$ cat src/pes_pkg.sv
// Shared types and constants for the periodic event scheduler.
// Used by every module of the block; depends on nothing else.
package pes_pkg;

  localparam int MAX_ENTRIES = 64;
  localparam int IDX_W       = $clog2(MAX_ENTRIES);
  localparam int CNT_W       = $clog2(MAX_ENTRIES + 1);

  localparam int ID_W   = 16;
  localparam int PER_W  = 16;
  localparam int TIME_W = 32;
  localparam int ST_W   = 2;

  localparam logic [TIME_W-1:0] TIME_MAX = '1;

  typedef enum logic [0:0] {
    OP_REGISTER = 1'b0,
    OP_NEXT     = 1'b1
  } op_t;

  typedef enum logic [ST_W-1:0] {
    ST_REGISTERED = 2'd0,
    ST_FIRED      = 2'd1,
    ST_FULL       = 2'd2,
    ST_EMPTY      = 2'd3
  } status_t;

  typedef enum logic [2:0] {
    S_IDLE,
    S_DISPATCH,
    S_SCAN,
    S_WRITEBACK,
    S_DONE
  } state_t;

  typedef struct packed {
    logic [ID_W-1:0]   id;
    logic [PER_W-1:0]  period;
    logic [TIME_W-1:0] due;
  } slot_t;

  typedef struct packed {
    logic             en;
    logic [IDX_W-1:0] addr;
    slot_t            data;
  } ram_wr_t;

  typedef struct packed {
    logic             en;
    logic [IDX_W-1:0] addr;
  } ram_rd_t;

  typedef struct packed {
    logic             take;
    logic             first;
    logic [IDX_W-1:0] idx;
  } best_ctl_t;

endpackage

$ cat src/pes_best_unit.sv
// Compare unit that keeps the earliest entry seen during a scan,
// plus the saturating reschedule add for that entry. Depends on pes_pkg.
module pes_best_unit (
  input  logic                          clk,
  input  pes_pkg::best_ctl_t            ctl,
  input  pes_pkg::slot_t                cand,
  output pes_pkg::slot_t                best,
  output logic [pes_pkg::IDX_W-1:0]     best_idx,
  output logic [pes_pkg::TIME_W-1:0]    next_due
);
  import pes_pkg::*;

  slot_t            best_r;
  slot_t            best_nxt;
  logic [IDX_W-1:0] best_idx_r;
  logic [IDX_W-1:0] best_idx_nxt;
  logic             better;
  logic [TIME_W:0]  sum;

  // Strictly earlier wins; on equal due time the smaller id wins, and a full
  // tie keeps the lower slot that was seen first.
  always_comb begin
    better = (cand.due < best_r.due) ||
             ((cand.due == best_r.due) && (cand.id < best_r.id));
    best_nxt     = best_r;
    best_idx_nxt = best_idx_r;
    if (ctl.take && (ctl.first || better)) begin
      best_nxt     = cand;
      best_idx_nxt = ctl.idx;
    end
  end

  always_ff @(posedge clk) begin
    best_r     <= best_nxt;
    best_idx_r <= best_idx_nxt;
  end

  always_comb begin
    sum      = {1'b0, best_r.due} + {{(TIME_W + 1 - PER_W){1'b0}}, best_r.period};
    next_due = sum[TIME_W] ? TIME_MAX : sum[TIME_W-1:0];
  end

  assign best     = best_r;
  assign best_idx = best_idx_r;

endmodule

$ cat config.mk
export PLATFORM = sky130hd
export DESIGN_NAME = pes_best_unit
export DESIGN_NICKNAME = d
export VERILOG_FILES = /design/src/pes_pkg.sv /design/src/pes_best_unit.sv
export SDC_FILE = /design/constraint.sdc
export NUM_CORES = 1
export LEC_CHECK = 0
export BUFFER_PORTS_ARGS = -buffer_cell sky130_fd_sc_hd__buf_2
export CORE_MARGIN = 1.5
export CORE_UTILIZATION = 29
export DETAILED_ROUTE_END_ITERATION = 7
export HOLD_SLACK_MARGIN = 0.15
export PLACE_DENSITY_LB_ADDON = 0.1
export SLEW_MARGIN = 20
export SYNTH_ARGS = -nofsm -noshare
export SYNTH_HDL_FRONTEND = slang
export SYNTH_SLANG_ARGS = --single-unit
$ cat constraint.sdc
create_clock -name clk -period 4.74 [get_ports clk]
set_input_delay 0.711 -clock clk [delete_from_list [all_inputs] [get_ports clk]]
set_output_delay 0.711 -clock clk [all_outputs]
set_load 0.02 [all_outputs]
==> metrics.cfg <==
[drt]
via_per_inst=4.71
routed_wl_um=12700
routedWlPerCell_um=15.5
drt_iter0_markers=211
ant_nets=0
num_vias=3865
drt-pass1-iter-count=4
drc=0

[power]
p_total_mw=2.14
seq_power_share_pct=37.5
power_frac_comb_pct=33.0
power_switching_share_pct=36.0
power_leakage_nw=2.85
p_clk_share_pct=29.5
power.density_nw_per_um2=356
intPower_mw=1.37
vdd_drop_max_uv=168
power.switching_mw=0.770

[logic_synthesis]
synth_nets=560
syn_area_per_cell_um2=10.9
syn_area_um2=4610
synth.area.top_cells=edfxtp_1 46%, ha_1 17%, inv_1 4.2%
yosys_most_used_dff=edfxtp_1
synth-seq-area-share_pct=45.6
synth_top_area_cell=edfxtp_1
async_flop_share_pct=0
yosys_warnings=0
synth-edff-count=70
ys_types=57
synthCells=423
ys_ff_latch=70
synth.top_cell.area_share_pct=45.6

[clocking]
clock-root-buffer=clkbuf_16
clock_sinks=70
clk_pin_slew_ns=0.06
clock_latency_ns=0.35
htreeDepth=3
hold_buffers=0
cts_resized=0
tritoncts=yes
cts_buffers=9
cts_buffer_depth=2
cts_setup_buffers=0

[grt]
grt_pass1_vias=3801
grt_max_degree=71
overflow=0
antenna_found_initial=1
grt_usage_pct=15.5
grt_first_pass_wirelength_um=19400

[min_path]
worstHoldEndpoint=best_idx[4]$_DFFE_PP_
min_path_cells=1
min-delay-start=ctl[4]
hold_class=input pin to flop

[placement]
hpwl_um=10200
io_buffers=174
routabilityCongestion=0.836

[timing]
period_share_pct=82.9
fmax_mhz=254
setup_viol=0
fin_tns_setup_ns=0
finalCriticalPeriod_ns=3.93
final_max_slew_viol_count=0
rsz0062_at_grt=false
slew_headroom_pct=34.8
tightest_slew_ns=0.979
finalHoldViolCount=0
finClkSkew_ns=0.00987

[die]
pin_count=175
coreArea_um2=15400
die_w_um=129
die-area_um2=16700
rows=45
die_h_um=129
initial_core_util_pct=30.0

[worst_setup_path]
cp.arrival_ns=3.22
path_max_fanout=17
regToRegEndpoint=best[11]$_DFFE_PP_
ff2ff_path_depth=8
worst_setup_path_start_kind=flop
worst_ep_required_time_ns=4.03
end_kind=primary output
path_class=flop to primary output
rrSetupSlack_ns=1.63
r2r_start=best[16]$_DFFE_PP_

[cells_and_area]
layout-drive-gt1-share_pct=34.4
area_delta_synth_final_pct=30.3
final_core_util_pct=39.1
nets=740

[flow_run]
drv_cap=0

[outcome]
status=finished, final reports clean

==> metal layers <==
metal  wire length, µm  up-vias  part of all wire, %  global-route usage (%)
met3              1030       13                  8.1                    6.15
met2              5810      123                   46                    24.2
met5                 0        -                    0                       0
met4               199        0                  1.6                    5.55
met1              5680     1791                   45                    19.4
li1                  -     1938                    -                       -
==> synthesized netlist by cell type, types with 2 or more instances <==
master and count:
a221o_1 2, edfxtp_1 70, a21o_1 12, xnor2_1 7
o2111ai_1 2, nand2b_1 4, o21ai_0 9, o31a_1 3
nor2_1 15, nand4_1 14, nand3_1 11, a21oi_2 2
nor4_2 2, clkbuf_1 2, ha_1 63, xor2_1 8
o21ai_2 2, mux2_1 5, o21bai_1 2, inv_1 52
a21oi_1 29, mux2_2 2, nand2_1 43, a211oi_1 3
nor3_1 4, and3_1 5, o21ai_1 3, a41oi_1 2
and4_1 6, mux2i_1 2, nor2b_1 2, buf_4 3
a31oi_1 5, or2_2 2, o211ai_1 3
==> power by group through the flow <==
| stage | Combinational [mW] | Clock, mW | Sequential (mW) |
|---|---|---|---|
| finish | 0.706 | 0.630 | 0.801 |
| global route | 0.784 | 0.671 | 0.810 |
| CTS | 0.715 | 0.651 | 0.802 |
| detailed placement | 0.713 | 0 | 0.815 |
| global placement | 0.708 | 0 | 0.814 |
| floorplan | 0.408 | 0 | 0.874 |
==> final cells by class <==
class                      instances  area [µm²]
fill                            1594        9360
multi-input combinational        295        2290
sequential                        70        2100
timing repair buffer             175         878
tap                              211         264
clock buffer                       9         225
inverter                          52         195
clock inverter                     7        50.0
antenna                            1        2.50
==> layout by cell type (no fill, tap or decap), drive strengths merged, types with 8 or more instances in the layout <==
cell    Yosys  routed
a21oi      31      31
xor2        8       8
ha         63      63
nand4      14      14
nand2      43      43
clkbuf      2       9
nand3      11      11
o21ai      14      14
edfxtp     70      70
buf         4     175
nor2       15      15
a21o       12      12
inv        52      53
==> how the worst max path moves through the flow <==
stage,depth (start not counted),to,startpoint,slack [ns]
finish,9,next_due[1],best[0]$_DFFE_PP_,0.81
global route,9,next_due[1],best[0]$_DFFE_PP_,0.56
CTS,9,next_due[1],best[0]$_DFFE_PP_,0.77
detailed placement,9,next_due[1],best[0]$_DFFE_PP_,1.15
global placement,9,next_due[1],best[0]$_DFFE_PP_,1.20
floorplan,7,best[0]$_DFFE_PP_,cand[14],0.83
==> registers in the layout (all words and copies together), names as in the netlist <==
name,flops
best,64
best_idx,6
==> cell families after synthesis <==
group | Yosys count | share of synthesized area [%]
AND/OR/NAND/NOR | 116 | 13.0
AO/OA/AOI/OAI | 91 | 13.9
flip-flops | 70 | 45.6
adder cells (fa/ha/maj) | 64 | 17.5
buffers and inverters | 58 | 4.99
XOR/XNOR | 15 | 2.85
multiplexers | 9 | 2.14
==> worst max-delay path, stage by stage (launching register included) <==
cell      delay (ns)
edfxtp_1        0.43
ha_1            0.26
fa_1            0.43
a211oi_1        0.29
o31a_1          0.32
a211oi_4        0.14
o211ai_2        0.37
buf_4           0.32
nand2b_1        0.12
buf_2           0.17
==> per-stage QoR <==
stage / hold slack (ns) / cells / worst slack [ns] / cell area (µm²)
after global placement: 0.889 / 803 / 1.20 / 5730
final: 0.534 / 820 / 0.810 / 6010
after detailed placement: 0.889 / 803 / 1.15 / 5730
after floorplan: 0.810 / 423 / 0.826 / 4610
after global routing: 0.522 / 819 / 0.559 / 6010
after CTS: 0.522 / 819 / 0.773 / 6010
(Power assumes the default switching activity.)
