==> src/pes_pkg.sv <==
// Shared types and constants for the periodic event scheduler.
// Used by every module of the block; depends on nothing else.
package pes_pkg;

  localparam int MAX_ENTRIES = 64;
  localparam int IDX_W       = $clog2(MAX_ENTRIES);
  localparam int CNT_W       = $clog2(MAX_ENTRIES + 1);

  localparam int ID_W   = 16;
  localparam int PER_W  = 16;
  localparam int TIME_W = 32;
  localparam int ST_W   = 2;

  localparam logic [TIME_W-1:0] TIME_MAX = '1;

  typedef enum logic [0:0] {
    OP_REGISTER = 1'b0,
    OP_NEXT     = 1'b1
  } op_t;

  typedef enum logic [ST_W-1:0] {
    ST_REGISTERED = 2'd0,
    ST_FIRED      = 2'd1,
    ST_FULL       = 2'd2,
    ST_EMPTY      = 2'd3
  } status_t;

  typedef enum logic [2:0] {
    S_IDLE,
    S_DISPATCH,
    S_SCAN,
    S_WRITEBACK,
    S_DONE
  } state_t;

  typedef struct packed {
    logic [ID_W-1:0]   id;
    logic [PER_W-1:0]  period;
    logic [TIME_W-1:0] due;
  } slot_t;

  typedef struct packed {
    logic             en;
    logic [IDX_W-1:0] addr;
    slot_t            data;
  } ram_wr_t;

  typedef struct packed {
    logic             en;
    logic [IDX_W-1:0] addr;
  } ram_rd_t;

  typedef struct packed {
    logic             take;
    logic             first;
    logic [IDX_W-1:0] idx;
  } best_ctl_t;

endpackage

==> src/pes_slot_ram.sv <==
// Entry table: one write port and one read port with registered read data.
// Depends on pes_pkg for the slot layout and the table depth.
module pes_slot_ram (
  input  logic              clk,
  input  pes_pkg::ram_wr_t  wr,
  input  pes_pkg::ram_rd_t  rd,
  output pes_pkg::slot_t    rd_data
);
  import pes_pkg::*;

  slot_t slot_mem [MAX_ENTRIES];
  slot_t rd_data_r;

  always_ff @(posedge clk) begin
    if (wr.en) begin
      slot_mem[wr.addr] <= wr.data;
    end
  end

  always_ff @(posedge clk) begin
    if (rd.en) begin
      rd_data_r <= slot_mem[rd.addr];
    end
  end

  assign rd_data = rd_data_r;

endmodule

==> config.mk <==
export PLATFORM = sky130hd
export DESIGN_NAME = pes_slot_ram
export DESIGN_NICKNAME = d
export VERILOG_FILES = /design/src/pes_pkg.sv /design/src/pes_slot_ram.sv
export SDC_FILE = /design/constraint.sdc
export NUM_CORES = 2
export LEC_CHECK = 0
export BUFFER_PORTS_ARGS = -buffer_cell sky130_fd_sc_hd__buf_2
export CORE_ASPECT_RATIO = 0.75
export CORE_UTILIZATION = 25
export DETAILED_ROUTE_END_ITERATION = 7
export PLACE_DENSITY = 0.39
export SYNTH_ARGS = -nofsm -noshare
export SYNTH_HDL_FRONTEND = slang
export SYNTH_SLANG_ARGS = --single-unit
==> constraint.sdc <==
create_clock -name clk -period 8 [get_ports clk]
set_clock_uncertainty 0.15 [all_clocks]
set_input_delay 1.2 -clock clk [delete_from_list [all_inputs] [get_ports clk]]
set_output_delay 1.2 -clock clk [all_outputs]
set_load 0.05 [all_outputs]
==> results.yml <==
final_layout:
  layout_cells_sized_above_1: 0.282
  synthToLayoutAreaGrowth_pct: 16.4
  nNetsFinal: 7095
  final_core_util: 0.293
cts:
  clock_tree.buffer_depth: 4
  cts.hold.buffers_added: 0
  worstSkewPairLatency_ns: 1.03
  cts_tree: "yes"
  cts_root_buf: "sky130_fd_sc_hd__clkbuf_16"
  cts.repair_timing.setup_buffer_count: 0
  cts-htree-levels: 5
  postCtsResizedCells: 0
  clock-sinks: 4160
  cts.clk_slew.worst_paths_ns: 0.06
  tritoncts.num_buffers: 418
timing:
  timing.slew.headroom: 0.128
  min_period_over_period: 0.504
  number_of_max_slew_violations_in_the_final_report: 0
  setup_tns_ns: 0
  fmaxAchievable_ghz: 0.248
  hold_violations: 0
  transition_time_of_the_tightest_slew_check_pin_ns: 1.31
  period_needed_ns: 4.03
  grt_setup_unrepaired: "false"
  setup_viol: 0
routing:
  postRouteWirelength_mm: 529
  num_vias: 75300
  detail_route.first_pass.iterations: 7
  route.antenna.remaining_nets: 0
  drt_iter0_markers: 8129
  route.detailed.drc: 0
  route.detailed.vias_per_inst: 4.79
  wl_per_cell_um: 33.6
logic_synthesis:
  postSynthNetCount: 6677
  synth_enable_flop_cells: 4160
  yosys-mux-area-fraction: 0.156
  synthArstFlopShare: 0
  yosysWarningCount: 0
  syn_avg_cell_area_um2: 23.8
  dominant_combinational_cell_family_by_area_after_synthesis: "multiplexers"
  yosys.area_share.simple: 0.0123
  synth-seq-area-share: 0.796
  synth-seq-cells: 4160
  synth_compound_area_frac: 0.0247
  syn-cell-area_mm2: 0.157
  synth_fa_ha_area_frac: 0
  synthesis.instances: 6598
  synth_flop_cell: "sky130_fd_sc_hd__edfxtp_1"
  synth.distinct_cells: 32
  synthXorXnorAreaFrac: 0
critical_path:
  timing.reg2reg.setup_slack_ns: 5.45
  cp-start-kind: "input pin"
  crit_top_cell: "sky130_fd_sc_hd__buf_4"
  critical_path.startpoint: "rd[3]"
  launch_instance_of_the_worst_register_to_register_path: "slot_mem[63][13]$_DFFE_PP_"
  worst_path_max_delay_cell: "sky130_fd_sc_hd__buf_4"
  timing.critical_path.required_ns: 8.57
  critical_path_arrival_ns: 4.60
  worstSetupEndpointType: "register"
  worst_r2r_endpoint: "rd_data[13]$_DFFE_PP_"
  timing.critical_path.max_delay_family: "buffers and inverters"
  worst-setup-path-type: "in -> reg"
  r2r_cells: 5
  cp_max_fo: 42
  worstPathCellList: "buf_2 > nor2b_4 > buf_4 > buf_4 > a22oi_1 > and3_1 > a211oi_1"
  critical_path.max_stage_delay_ns: 0.76
  critPathBufInv: 3
floorplanning:
  io-pin-count: 143
  fp.coreArea_mm2: 0.624
  die_y_extent_um: 688
  row_count: 251
  die_width_um: 917
  floorplan.initialDensity: 0.251
  die_footprint_mm2: 0.631
global_routing:
  antenna_violations_before_repair: 83
  gr-usage-all-layers: 0.164
  grt_max_degree: 101
  grt.overflow.total: 0
  first_global_vias: 77900
  global_route_wire_length_before_repair_mm: 707
place:
  io_buffer_count: 142
  place.gp.congestion: 0.723
  post-dp-hpwl_mm: 284
status:
  outcome: "completed"
pwr:
  vdd.ir_drop.worst_mv: 0.176
  pwr_density_cell_mw_per_mm2: 253
  finalPower_mw: 46.2
  total_leakage_power_nw: 55.1
worst_hold_path:
  worst_hold_startpoint: "wr[19]"
  hold_path_end: "slot_mem[49][19]$_DFFE_PP_"
  whs_path_depth: 2
  type_of_the_tightest_min_delay_check: "in -> reg"
flow_run:
  drv_cap: 0
==> cells in the mapped netlist, types with 45 or more instances <==
library cell	instances	area share
sky130_fd_sc_hd__and3_1	64	0.0026
sky130_fd_sc_hd__clkbuf_1	140	0.0033
sky130_fd_sc_hd__a22oi_1	168	0.0080
sky130_fd_sc_hd__nand3_1	45	0.0014
sky130_fd_sc_hd__a22o_1	88	0.0049
sky130_fd_sc_hd__edfxtp_1	4160	0.80
sky130_fd_sc_hd__mux2i_1	135	0.0086
sky130_fd_sc_hd__mux4_2	1024	0.15
sky130_fd_sc_hd__buf_2	170	0.0054
sky130_fd_sc_hd__nand2_1	58	0.0014
sky130_fd_sc_hd__a211oi_1	63	0.0030
sky130_fd_sc_hd__nor2_1	112	0.0027
sky130_fd_sc_hd__o22ai_1	83	0.0033
==> where the power goes <==
part	switching, mW	internal, mW	leakage, nW
logic	1.51	0.743	11.1
clock network	8.56	11.1	6.54
registers	0.121	24.2	37.5
total	10.2	36.0	55.1
==> flip-flops by register name, indices dropped and copies added, names as in the netlist <==
signal	cells
slot_mem	4096
rd_data	64
==> per-layer routing <==
layer	up-vias	wire, µm	global-route usage
met3	619	30700	0.0267
met5	-	57	0
met2	2461	241000	0.256
li1	29500	-	-
met4	10	10600	0.0319
met1	42700	247000	0.242
==> worst register-to-register path, stage by stage, from the launching register on <==
cell and delay [ns]:
sky130_fd_sc_hd__edfxtp_1 0.36, sky130_fd_sc_hd__mux4_2 0.49, sky130_fd_sc_hd__mux2i_1 0.69, sky130_fd_sc_hd__o22ai_1 0.26, sky130_fd_sc_hd__a41oi_1 0.25, sky130_fd_sc_hd__a211oi_1 0.07
==> through the flow <==
step / setup WS (ns) / hold slack [ns] / instance area [µm²] / instances
final: 3.97 / 0.707 / 183000 / 15700
after global placement: 2.81 / 0.759 / 169000 / 14900
after global routing: 3.86 / 0.678 / 183000 / 15700
after CTS: 4.00 / 0.614 / 183000 / 15700
after floorplan: 1.21 / 0.715 / 157000 / 6598
after detailed placement: 2.86 / 0.766 / 169000 / 14900
==> final cells by class <==
| class | instances | area (µm²) |
|---|---|---|
| clock buffer | 513 | 10900 |
| clock inverter | 243 | 2440 |
| inverter | 19 | 71.3 |
| fill | 60700 | 442000 |
| sequential | 4160 | 125000 |
| tap | 8349 | 10400 |
| antenna | 24 | 60.1 |
| multi-input combinational | 2049 | 30800 |
| timing repair buffer | 368 | 3020 |
==> worst max path at each step <==
| stage | endpoint | slack, ns | cells past startpoint |
|---|---|---|---|
| global placement | rd_data[43]$_DFFE_PP_ | 2.81 | 7 |
| detailed placement | rd_data[43]$_DFFE_PP_ | 2.86 | 7 |
| floorplan | slot_mem[48][0]$_DFFE_PP_ | 1.21 | 4 |
| finish | rd_data[41]$_DFFE_PP_ | 3.97 | 7 |
| CTS | rd_data[43]$_DFFE_PP_ | 4.00 | 7 |
| global route | rd_data[9]$_DFFE_PP_ | 3.86 | 8 |
==> cells in the final DEF (no fill, tap or decap), types with 18 or more instances in the layout <==
master,n
sky130_fd_sc_hd__a31oi_1,18
sky130_fd_sc_hd__a22o_1,88
sky130_fd_sc_hd__a22oi_1,168
sky130_fd_sc_hd__clkinv_2,80
sky130_fd_sc_hd__a2bb2oi_1,19
sky130_fd_sc_hd__nand2_1,55
sky130_fd_sc_hd__inv_1,19
sky130_fd_sc_hd__buf_12,47
sky130_fd_sc_hd__clkbuf_1,89
sky130_fd_sc_hd__or2_2,28
sky130_fd_sc_hd__clkinv_1,92
sky130_fd_sc_hd__a211oi_1,62
sky130_fd_sc_hd__edfxtp_1,4160
sky130_fd_sc_hd__diode_2,24
sky130_fd_sc_hd__nor2_1,47
sky130_fd_sc_hd__and3_1,64
sky130_fd_sc_hd__clkbuf_16,424
sky130_fd_sc_hd__nor2b_1,24
sky130_fd_sc_hd__a41oi_1,26
sky130_fd_sc_hd__o221ai_1,38
sky130_fd_sc_hd__nand3_1,45
sky130_fd_sc_hd__bufinv_16,44
sky130_fd_sc_hd__buf_4,180
sky130_fd_sc_hd__buf_2,138
sky130_fd_sc_hd__mux4_2,1024
sky130_fd_sc_hd__mux2i_1,135
sky130_fd_sc_hd__or3_1,29
sky130_fd_sc_hd__o22ai_1,83
sky130_fd_sc_hd__nor2_4,65
==> cell families after synthesis <==
| kind of cell | Yosys count |
|---|---|
| AOI/OAI and AO/OA | 504 |
| buffers and inverters | 389 |
| DFF | 4160 |
| muxes | 1159 |
| and+or+nand+nor | 386 |
Power figures use the tool's default switching activity.
